==> config.mk <==
export PLATFORM = sky130hd
export DESIGN_NAME = sawc_way_select
export DESIGN_NICKNAME = d
export VERILOG_FILES = /design/src/rtl/sawc_way_select.sv
export SDC_FILE = /design/constraint.sdc
export NUM_CORES = 1
export LEC_CHECK = 0
export BUFFER_PORTS_ARGS = -buffer_cell sky130_fd_sc_hd__buf_2
export CAP_MARGIN = 10
export CORE_UTILIZATION = 30
export DETAILED_ROUTE_END_ITERATION = 7
export PLACE_DENSITY = 0.66
export SETUP_SLACK_MARGIN = 0.05
export SLEW_MARGIN = 0
export SYNTH_ARGS = -nofsm -noshare
export SYNTH_HDL_FRONTEND = slang
export SYNTH_SLANG_ARGS = --single-unit
==> constraint.sdc <==
create_clock -name vclk -period 9.5
set_clock_uncertainty 0.1 [all_clocks]
set_input_delay 1.425 -clock vclk [all_inputs]
set_output_delay 1.425 -clock vclk [all_outputs]
set_load 0.005 [all_outputs]
==> src/rtl/sawc_way_select.sv <==
module sawc_way_select #(
   parameter int NUM_WAYS = 4,
   parameter int AGE_W    = 2,
   parameter int TAG_W    = 8,
   parameter int WAY_W    = 2
) (
   input  logic [NUM_WAYS-1:0]            row_valid,
   input  logic [NUM_WAYS-1:0][AGE_W-1:0] row_ages,
   input  logic [NUM_WAYS-1:0][TAG_W-1:0] row_tags,
   input  logic [TAG_W-1:0]               tag,
   output logic                           hit,
   output logic                           full,
   output logic [WAY_W-1:0]               sel_way,
   output logic [NUM_WAYS-1:0][AGE_W-1:0] new_ages
);

   always_comb begin
      logic [WAY_W-1:0] hit_way;
      logic [WAY_W-1:0] free_way;
      logic [WAY_W-1:0] vic_way;
      logic [AGE_W-1:0] best;
      logic [AGE_W-1:0] old_age;
      logic             free;
      hit      = 1'b0;
      hit_way  = '0;
      free     = 1'b0;
      free_way = '0;
      vic_way  = '0;
      best     = row_ages[0];
      for (int w = 0; w < NUM_WAYS; w++) begin
         if (!hit && row_valid[w] && row_tags[w] == tag) begin
            hit     = 1'b1;
            hit_way = WAY_W'(w);
         end
      end
      for (int w = 0; w < NUM_WAYS; w++) begin
         if (!row_valid[w]) begin
            free     = 1'b1;
            free_way = WAY_W'(w);
         end
      end
      for (int w = 1; w < NUM_WAYS; w++) begin
         if (row_ages[w] > best) begin
            best    = row_ages[w];
            vic_way = WAY_W'(w);
         end
      end
      full    = !free;
      sel_way = hit ? hit_way : (free ? free_way : vic_way);
      old_age = row_ages[sel_way];
      for (int w = 0; w < NUM_WAYS; w++) begin
         if (WAY_W'(w) == sel_way) begin
            new_ages[w] = '0;
         end else if (row_ages[w] <= old_age) begin
            new_ages[w] = row_ages[w] + AGE_W'(1);
         end else begin
            new_ages[w] = row_ages[w];
         end
      end
   end

endmodule

* After elaboration in Yosys (flattened, before gate mapping)
Index checks and enable logic that the tools add are counted.
** Word-level totals
- Bits of input ports :: 52
- Output and inout bits :: 12
- Logic and storage cells :: 62
- Bits in registers :: 0
** Operators by class
- Order comparisons :: 8
- Eq/ne operators :: 7
- Muxes and demuxes :: 31
- Reduce and logical (&&, ||, !) cells :: 12
- $add $sub $neg :: 4
** Operator list (number)
- two-way mux 2 bit :: 19
- == test 8 bit :: 4
- two-way mux 1 bit :: 11
- adder 2 x 1 -> 2 bit, second input constant :: 4
- less-or-equal comparator 2 bit :: 4
- logical AND 1 bit :: 7
- greater-than comparator 2 bit :: 3
- binary-select mux 2 bit (select 2 bit) :: 1
- == test 2 bit, first input constant :: 2
- zero test 1 bit :: 4
- < comparator 2 x 3 -> 1 bit, second input constant :: 1
- == test 1 x 2 -> 1 bit, first input constant :: 1
- zero test 2 bit :: 1

* Longest topological paths before layout
Gate-level depths: netlist of run 1.
- Word-level depth :: 21
- Mapped depth :: 24

* Worst setup path after synthesis of run 1
Ideal clock, no wire load.
- Path type :: input port to output port
- Start point :: input row_ages[1] (netlist name)
- End point :: output new_ages[7] (netlist name)
- Data required time :: 7.975 ns
- Slack :: 2.637 ns
- Data arrival time :: 5.338 ns
- Stages on the path :: 23
- Path buffers :: 0
- Path through :: inv_1 -> ha_1 -> o21bai_1 -> nand2_1 -> o21ai_0 -> ha_1 -> nor2b_1 -> or2_1 -> mux2_2 -> ha_1 -> nand2_1 -> o21ai_1 -> a32oi_1 -> nor2_1 -> o21ai_0 -> and2_2 -> mux2_4 -> ha_1 -> nor2b_1 -> o21ai_0 -> nand2_1 -> xor2_1 -> nor2_1
** RTL lines
- start, declared :: RTL line 8 : input logic [NUM_WAYS-1:0][AGE_W-1:0] row_ages,
- end, declared :: RTL line 14 : output logic [NUM_WAYS-1:0][AGE_W-1:0] new_ages

==> summary.md, run 1 <==
| Metric | Value |
|---|---|
| Status | finished clean |
| Grt peak-use layer | met2 |
| Post-synthesis cell type count | 36 |
| # nets final | 277 |
| Worst slew pin tran | 0.496 ns |
| Grt ovf | 0 |
| Area of the die | a little under 4000 um2 |
| WHS Path Cells | 4 |
| Final HPWL DP | roughly 2600 um |
| Register area share after synthesis | 0 |
| Highest net fanout along the worst path | 4 |
| Routed Antenna Nets | 0 |
| Chip Width | around 63 um |
| Worst path required time | 7.98 ns |
| IO Count | between 60 and 70 |
| CP arrival | about 5.9 ns |
| Initial DRC Count | 34 |
| PwrDens | 57.2 nW/um2 |
| Average size of a mapped cell | just under 8 um2 |
| Final Hold Fails | 0 |
| Drt total wl | between 2000 and 3000 um |
| CTS Hold Bufs | 0 |
| Hold_sp | row_valid[1] |
| Hold Slack | between 3 and 4 ns |
| CP startpoint kind | input pin |
| Wire per inst | 11.2 um |
| Drc violations | 0 |
| Drt pass-1 iters | 4 |
| Flip-flop and latch count | 0 |
| Worst Hold End | full |
| Routed vias | 1176 |
| Fin cells | between 200 and 300 |
| Layout cells sized above 1 | 0.367 |
| Post-placement cell count | between 200 and 300 |
| RSZ-0062 raised after global routing | false |
| Max Cap Viol | 0 |
| Fmax | 0.134 GHz |
| Die height | between 60 and 70 um |
| GR Layer Usage met1 | 0.197 |
| Switching pwr | ~42 uW |
| Std-Cell Rows | 21 |
| Post-cts sizing count | 0 |
| Grt met2 use | 0.261 |
| GR Util met3 | 0.0146 |
| Share of power burned in registers | 0 |
| Max-slew violations | 0 |
| Core Box Area | between 3000 and 4000 um2 |
| Type of the worst min-delay path | input pin to output pin |
| Critical path class | input pin to output pin |
| Combinational share of power | 1.000 |
| Largest net degree at the start of global routing | 7 |
| Placed Area | about 1500 um2 |
| Synth-to-Final Area Change | 33.1% |
| Minimum clock period after layout | between 7 and 8 ns |
| First-pass GRT wire length | roughly 4900 um |
| Most frequent cells in the layout | buf_2, xnor2_1, nand2_1, ha_1, xor2_1 |
| Period utilisation layout | 0.784 |
| Worst slack, placed | between 2 and 2.5 ns |
| CP endpoint kind | output pin |
| Commonest non-fill, non-tap cell in the layout | buf_2 |
| Internal | roughly 43 uW |
| Post-Syn Instances | about 140 |
| Crit path from | row_ages[1] |
| Final setup violation count | 0 |
| GP Congestion | about 0.84 |
| Slew HR | 0.660 |
| Setup TNS | 0 ns |
| Initial antenna violation count | 0 |
| I/O Buffers | 64 |
| Cell area after synthesis | about 1100 um2 |
| Antenna cell count | 0 |
| Max VDD drop | between 0.02 and 0.025 mV |
| Reg area | 0 um2 |
| Vias in the first global route | between 1000 and 1500 |
| Finished Cell Area | 1470 um2 |
| GRT Util Overall | 0.146 |
| Postcts setup bufs | 0 |
| Switching Fraction | 0.495 |
| Synth warn | 0 |
| Clock Power Share | 0 |
| Syn nets | about 210 |
| Initial core utilization | 0.321 |
| Clock buffers | 0 |
| Via density | ~4.6 |
| LEAKAGE | around 0.0008 uW |
| Final worst setup slack | 2.05 ns |
[critical path: stages]
cell and delay (ns):
buf_2 0.11, inv_1 0.08, ha_1 0.31, o21bai_1 0.18, nand2_1 0.08, o21ai_0 0.23
ha_1 0.27, nor2b_1 0.13, or2_1 0.23, mux2_2 0.28, ha_1 0.27, nand2_1 0.05
o21ai_1 0.07, a32oi_1 0.30, nor2_1 0.11, o21ai_0 0.16, and2_2 0.21, mux2_4 0.34
ha_1 0.29, nor2b_1 0.13, o21ai_0 0.20, nand2_1 0.11, xor2_1 0.15, nor2_1 0.07
buf_2 0.11
[cell usage after synthesis, drive strengths merged]
cell | count | area, um2
a21boi | 1 | 7.51
a21oi | 3 | 15.0
a32oi | 1 | 8.76
and2 | 1 | 7.51
buf | 1 | 11.3
ha | 16 | 200
inv | 8 | 30.0
mux2 | 2 | 26.3
mux2i | 5 | 50.1
nand2 | 18 | 72.6
nand2b | 1 | 6.26
nand3 | 2 | 10.0
nand4 | 4 | 31.3
nand4bb | 1 | 11.3
nor2 | 12 | 61.3
nor2b | 6 | 37.5
nor3 | 5 | 41.3
nor3b | 4 | 30.0
nor4 | 3 | 33.8
o211ai | 1 | 7.51
o21ai | 8 | 40.0
o21ba | 1 | 10.0
o21bai | 1 | 7.51
or2 | 2 | 12.5
or3 | 1 | 6.26
xnor2 | 21 | 199
xor2 | 15 | 131
[through the flow]
stage	power, uW	utilization
floorplan	53.8	-
global placement	83.8	0.428
detailed placement	85.0	0.428
CTS	85.5	0.428
global route	96.5	0.428
finish	84.3	0.428
[worst max-delay path by stage]
stage | end | slack [ns] | cells past startpoint
2_1_floorplan | new_ages[7] | 2.64 | 23
3_3_place_gp | new_ages[1] | 2.20 | 25
3_5_place_dp | new_ages[7] | 2.08 | 25
4_1_cts | new_ages[1] | 2.07 | 25
5_1_grt | new_ages[7] | 1.55 | 25
6_report | new_ages[7] | 2.05 | 25
[metal layers]
| layer | up-vias | part of all wire |
|---|---|---|
| li1 | 624 | - |
| met3 | 0 | 0.061 |
| met4 | 0 | 0 |
| met5 | - | 0 |
| met1 | 519 | 0.45 |
| met2 | 33 | 0.49 |
[cells by family after synthesis]
logic type,after synthesis,share of synthesized area
xor gates and xnor gates,36,0.299
AOI/OAI and AO/OA,16,0.0871
buffers and inverters,9,0.0373
and+or+nand+nor,60,0.327
adders and majority gates,16,0.181
muxes,7,0.0690
[power groups by stage]
stage	combinational, uW	sequential (uW)	clock (uW)
2_1_floorplan	53.8	0	0
3_3_place_gp	83.8	0	0
3_5_place_dp	85.0	0	0
4_1_cts	85.5	0	0
5_1_grt	96.5	0	0
6_report	84.3	0	0
[layout make-up]
| type | instances | area [um2] |
|---|---|---|
| repair buffers | 64 | 320 |
| fillers | 369 | 1970 |
| well taps | 46 | 57.6 |
| multi-input cells | 135 | 1060 |
| inverters | 8 | 30.0 |
Note: power is estimated with default switching activity, not from simulation.
==> inputs of run 2 (changes only) <==
--- a/config.mk
+++ b/config.mk
@@ -9,7 +9,7 @@
 export CAP_MARGIN = 10
 export CORE_UTILIZATION = 30
 export DETAILED_ROUTE_END_ITERATION = 7
-export PLACE_DENSITY = 0.66
+export PLACE_DENSITY = 0.69
 export SETUP_SLACK_MARGIN = 0.05
 export SLEW_MARGIN = 0
 export SYNTH_ARGS = -nofsm -noshare
==> constraint.sdc (replaced) <==
create_clock -name vclk -period 6.7
set_clock_uncertainty 0.1 [all_clocks]
set_input_delay 1.005 -clock vclk [all_inputs]
set_output_delay 1.005 -clock vclk [all_outputs]
set_load 0.005 [all_outputs]
==> run 2 against run 1 <==
Net effect:
- critical path depth rose by 2
- hold slack got worse by 0.82 ns
- critical endpoint is now new_ages[5]
- setup slack got worse by 1.7 ns
- highest routed layer unchanged
==> summary.md, run 2 (synthesis gave the netlist of run 1 again) <==
| Metric | Value |
|---|---|
| Status | finished clean |
| Routed vias | 1178 (+0.17%) |
| Delay of the slowest critical-path stage | 0.33 ns (about the same) |
| Worst path required time | 5.59 ns (-2.39 ns) |
| Wire per inst | 11.5 um (+2.6%) |
| # nets final | 281 (+1.4%) |
| PwrDens | 85.9 nW/um2 (+50%) |
| GP Congestion | 0.867 (+2.8%) |
| Final Hold Fails | 0 (unchanged) |
| GRT Util Overall | 0.140 (-0.00573) |
| Drc violations | 0 (unchanged) |
| Worst slew pin tran | 0.387 ns (-0.109 ns) |
| Setup TNS | 0 ns (unchanged) |
| CP arrival | 5.25 ns (-0.67 ns) |
| Antenna cell count | 0 (unchanged) |
| Initial DRC Count | 13 (-62%) |
| Crit path from | row_ages[3] |
| Largest net degree at the start of global routing | 7 (unchanged) |
| RSZ-0062 raised after global routing | false |
| CTS Hold Bufs | 0 (unchanged) |
| Fmax | around 0.16 GHz |
| Max VDD drop | 0.0399 mV (+67%) |
| Critical path class | input pin to output pin |
| Post-placement cell count | 253 (unchanged) |
| Core Box Area | 3440 um2 (unchanged) |
| Vias in the first global route | 1154 (+4.7%) |
| Initial antenna violation count | 0 (unchanged) |
| Period utilisation layout | 0.949 |
| Hold_sp | row_ages[2] |
| Synth-to-Final Area Change | 43.8% |
| First-pass GRT wire length | 4730 um (-2.8%) |
| Most frequent cells in the layout | buf_2, xnor2_1, nand2_1, xor2_1, ha_1 |
| Type of the worst min-delay path | input pin to output pin |
| Crit path top cell by count | nand2_1 |
| Area of the die | 3930 um2 (unchanged) |
| CP startpoint kind | input pin |
| Initial core utilization | 0.321 (unchanged) |
| Grt ovf | 0 (unchanged) |
| LEAKAGE | 0.000803 uW (+3.1%) |
| Final setup violation count | 0 (unchanged) |
| Std-Cell Rows | 21 (unchanged) |
| Drt total wl | 2940 um (+4.2%) |
| Family with the most delay on the worst path | simple AND/OR/NAND/NOR gates |
| Minimum clock period after layout | between 6 and 7 ns |
| Layout cells sized above 1 | 0.445 (+0.0783) |
| Via density | 4.58 (-1.4%) |
| Clock buffers | 0 (unchanged) |
| Commonest non-fill, non-tap cell in the layout | buf_2 |
| Drt pass-1 iters | 4 (unchanged) |
| Reg area | 0 um2 (unchanged) |
| Slew HR | 0.739 (+0.0794) |
| Max-slew violations | 0 (unchanged) |
| Max Cap Viol | 0 (unchanged) |
| Final HPWL DP | 2540 um (-1.6%) |
| Flip-flop and latch count | 0 (unchanged) |
| Fin cells | 257 (+1.6%) |
| Critical path's slowest cell | mux2_4 |
| CP endpoint kind | output pin |
| Highest net fanout along the worst path | 5 (+1) |
| CP bufs+invs | 4 (+1) |
| Die height | 62.7 um (unchanged) |
| Routed Antenna Nets | 0 (unchanged) |
| IO Count | 64 (unchanged) |
| Chip Width | 62.7 um (unchanged) |
| I/O Buffers | 64 (unchanged) |
## run 2: cell count changes in the layout (fill, tap and decap cells not counted), moves of 2 or more
| cell | before | now |
|---|---|---|
| ha_4 | 0 | 4 |
| o21ai_2 | 0 | 2 |
| buf_2 | 64 | 62 |
| inv_2 | 0 | 2 |
| inv_1 | 8 | 6 |
| o21ai_1 | 1 | 5 |
| o21ai_0 | 7 | 1 |
| buf_4 | 0 | 6 |
| ha_1 | 16 | 12 |
## run 2: tightest hold or removal path: stages
cell and delay, ns:
buf_2 0.12, nor2_1 0.10, nor3b_1 0.05, buf_2 0.12
## run 2: routing by layer
metal | GRT usage | vias up | share of wire
li1 | - | 630 | -
met1 | 0.178 | 523 | 0.44
met2 | 0.273 | 25 | 0.53
met3 | 0.00365 | 0 | 0.025
met4 | 0.00291 | 0 | 0
met5 | 0 | - | 0
## run 2: metrics by stage
stage | utilization | worst slack, ns | hold WS (ns) | instance area (um2) | total power [uW]
4_1_cts | 0.428 | 0.0581 | 2.28 | 1470 | 121
6_report | 0.462 | 0.345 | 2.30 | 1590 | 137
3_3_place_gp | 0.428 | 0.245 | 2.28 | 1470 | 118
3_5_place_dp | 0.428 | 0.0859 | 2.27 | 1470 | 120
5_1_grt | 0.462 | 0.0292 | 2.33 | 1590 | 154
2_1_floorplan | - | 0.677 | 2.01 | 1110 | 76.2
## run 2: power by group
part / leakage (uW) / internal (uW) / total [uW] / switching, uW
clock network: 0 / 0 / 0 / 0
logic: 0.000803 / 71.0 / 137 / 65.7
registers: 0 / 0 / 0 / 0
total: 0.000803 / 71.0 / 137 / 65.7
## run 2: final timing paths
path / endpoint / slack (ns) / cells past startpoint
hold / removal: new_ages[2] / 2.30 / 4
setup / recovery: new_ages[5] / 0.34 / 27
## run 2: cell type report
type	count	area, um2
timing repair buffer	68	355
inverter	8	30.0
fill	349	1850
tap	46	57.6
multi-input combinational	135	1150
## run 2: what timing repair did
action,in CTS,in global routing
hold endpoints to repair,0,0
setup buffers,0,4
setup endpoints to repair,0,8
resized for setup,0,23
==> inputs of run 3 (changes only) <==
--- a/config.mk
+++ b/config.mk
@@ -7,9 +7,11 @@
 export LEC_CHECK = 0
 export BUFFER_PORTS_ARGS = -buffer_cell sky130_fd_sc_hd__buf_2
 export CAP_MARGIN = 10
-export CORE_UTILIZATION = 30
+export CELL_PAD_IN_SITES_DETAIL_PLACEMENT = 1
+export CELL_PAD_IN_SITES_GLOBAL_PLACEMENT = 1
+export CORE_UTILIZATION = 29
 export DETAILED_ROUTE_END_ITERATION = 7
-export PLACE_DENSITY = 0.69
+export PLACE_DENSITY = 0.89
 export SETUP_SLACK_MARGIN = 0.05
 export SLEW_MARGIN = 0
 export SYNTH_ARGS = -nofsm -noshare
==> run 3 against run 2 <==
Net effect:
- utilization fell by 3.7 points
- die area rose by 3.3%
- largest power group unchanged
- total power fell by 1.5%
- sequential share of layout area did not move
- critical path depth did not move
- via count rose by 5.5%
- design area fell by 2.1%
- critical endpoint is now new_ages[7]
==> summary.md, run 3 (synthesis gave the netlist of run 1 again) <==
| Metric | Value |
|---|---|
| Final Hold Fails | 0 (unchanged) |
| Initial antenna violation count | 0 (unchanged) |
| Drt total wl | 3470 um (+18%) |
| Clock buffers | 0 (unchanged) |
| Drc violations | 0 (unchanged) |
| Type of the worst min-delay path | input pin to output pin |
| Highest net fanout along the worst path | 5 (unchanged) |
| Max VDD drop | 0.0385 mV (-3.5%) |
| Synth-to-Final Area Change | 40.7% |
| Post-Route M1 WL | 1410 um (+9.2%) |
| Total power | 135 uW (-1.5%) |
| Grt ovf | 0 (unchanged) |
| Max-slew violations | 0 (unchanged) |
| First-pass GRT wire length | 5810 um (+23%) |
| Initial core utilization | 0.302 (-0.0192) |
| Routed vias | 1243 (+5.5%) |
| Routed Antenna Nets | 0 (unchanged) |
| Critical path's slowest cell | mux2_4 |
| Met2 wire length | 1980 um (+25%) |
| GP Congestion | 0.806 (-7.1%) |
| Placed Area | 1480 um2 (+0.17%) |
| Drt pass-1 iters | 2 (-2) |
| Final setup violation count | 0 (unchanged) |
| Delay of the slowest critical-path stage | 0.31 ns (-0.02 ns) |
| Max layer used | met3 |
| Via density | 4.84 (+5.5%) |
| Internal | 67.4 uW (-5.0%) |
| Met3 wire len | 79 um (+6.8%) |
| Status | finished clean |
| Clock Power Share | 0 (unchanged) |
| Worst slew pin tran | 0.392 ns (+0.00512 ns) |
| CP arrival | 5.30 ns (+0.05 ns) |
| Worst path required time | 5.59 ns (about the same) |
| Family with the most delay on the worst path | simple AND/OR/NAND/NOR gates |
| Largest net degree at the start of global routing | 7 (unchanged) |
| Vias in the first global route | 1280 (+11%) |
| CP bufs+invs | 4 (unchanged) |
| Switching pwr | 67.2 uW (+2.3%) |
| Die height | 63.8 um (+1.7%) |
| Commonest non-fill, non-tap cell in the layout | buf_2 |
| Period utilisation layout | 0.956 (+0.00755) |
| Slew HR | 0.737 (-0.00246) |
| Std-Cell Rows | 22 (+4.8%) |
| IO Count | 64 (unchanged) |
| GRT Util Overall | 0.176 (+0.0358) |
| Flip-flop and latch count | 0 (unchanged) |
| Setup TNS | 0 ns (unchanged) |
| Final HPWL DP | 3140 um (+24%) |
| # nets final | 279 (-0.71%) |
| LEAKAGE | 0.000804 uW (+0.16%) |
| PwrDens | 86.5 nW/um2 (+0.66%) |
| Combinational share of power | 1.000 (about the same) |
| Switching Fraction | 0.499 (+0.0184) |
| Share of power burned in registers | 0 (unchanged) |
| Area of the die | 4060 um2 (+3.3%) |
| RSZ-0062 raised after global routing | true |
| Critical path class | input pin to output pin |
| Most frequent cells in the layout | buf_2, xnor2_1, nand2_1, xor2_1, ha_1 |
| Max Cap Viol | 0 (unchanged) |
| Wire per inst | 13.5 um (+18%) |
| Initial DRC Count | 21 (+8) |
| Core Box Area | 3660 um2 (+6.4%) |
| Reg area | 0 um2 (unchanged) |
| Finished Cell Area | 1560 um2 (-2.1%) |
| I/O Buffers | 64 (unchanged) |
| Antenna cell count | 0 (unchanged) |
| Chip Width | 63.8 um (+1.7%) |
| Fmax | 0.156 GHz (-0.79%) |
| Layout cells sized above 1 | 0.445 (-0.000522) |
| CP endpoint kind | output pin |
| Minimum clock period after layout | 6.41 ns (+0.0506 ns) |
| CP startpoint kind | input pin |
## run 3: area by class of cell
cell class                 count  area [um2]
fill                         485        2100
inverter                       8        30.0
multi-input combinational    135        1130
tap                           48        60.1
timing repair buffer          66         338
## run 3: power groups by stage
stage / combinational (uW) / sequential [uW] / clock [uW]
finish: 135 / 0 / 0
global route: 151 / 0 / 0
CTS: 125 / 0 / 0
detailed placement: 123 / 0 / 0
global placement: 118 / 0 / 0
floorplan: 76.2 / 0 / 0
## run 3: timing repair
action,CTS,global route
setup endpoints to repair,3,8
pin swaps,0,9
gates resized for setup,1,22
buffers inserted,0,2
hold endpoints to repair,0,0
hold buffers,0,0
## run 3: routing by layer
| metal | global-route usage | vias up |
|---|---|---|
| met5 | 0 | - |
| met4 | 0 | 0 |
| met3 | 0.00536 | 0 |
| met2 | 0.370 | 23 |
| met1 | 0.202 | 592 |
| li1 | - | 628 |
## run 3: worst paths after layout
check                         from           to  slack [ns]  cells after the start
worst max-delay path   row_ages[3]  new_ages[7]        0.29                     27
worst min-delay path  row_valid[0]         full        2.30                      4
## run 3: stage by stage
stage                     setup WS, ns  cells  hold slack [ns]  utilization
after floorplan                  0.677    144             2.01            -
after global placement           0.158    255             2.29        0.403
after detailed placement        0.0792    255             2.28        0.403
after CTS                       0.0792    255             2.29        0.405
after global routing            0.0199    257             2.34        0.425
final                            0.294    257             2.30        0.425
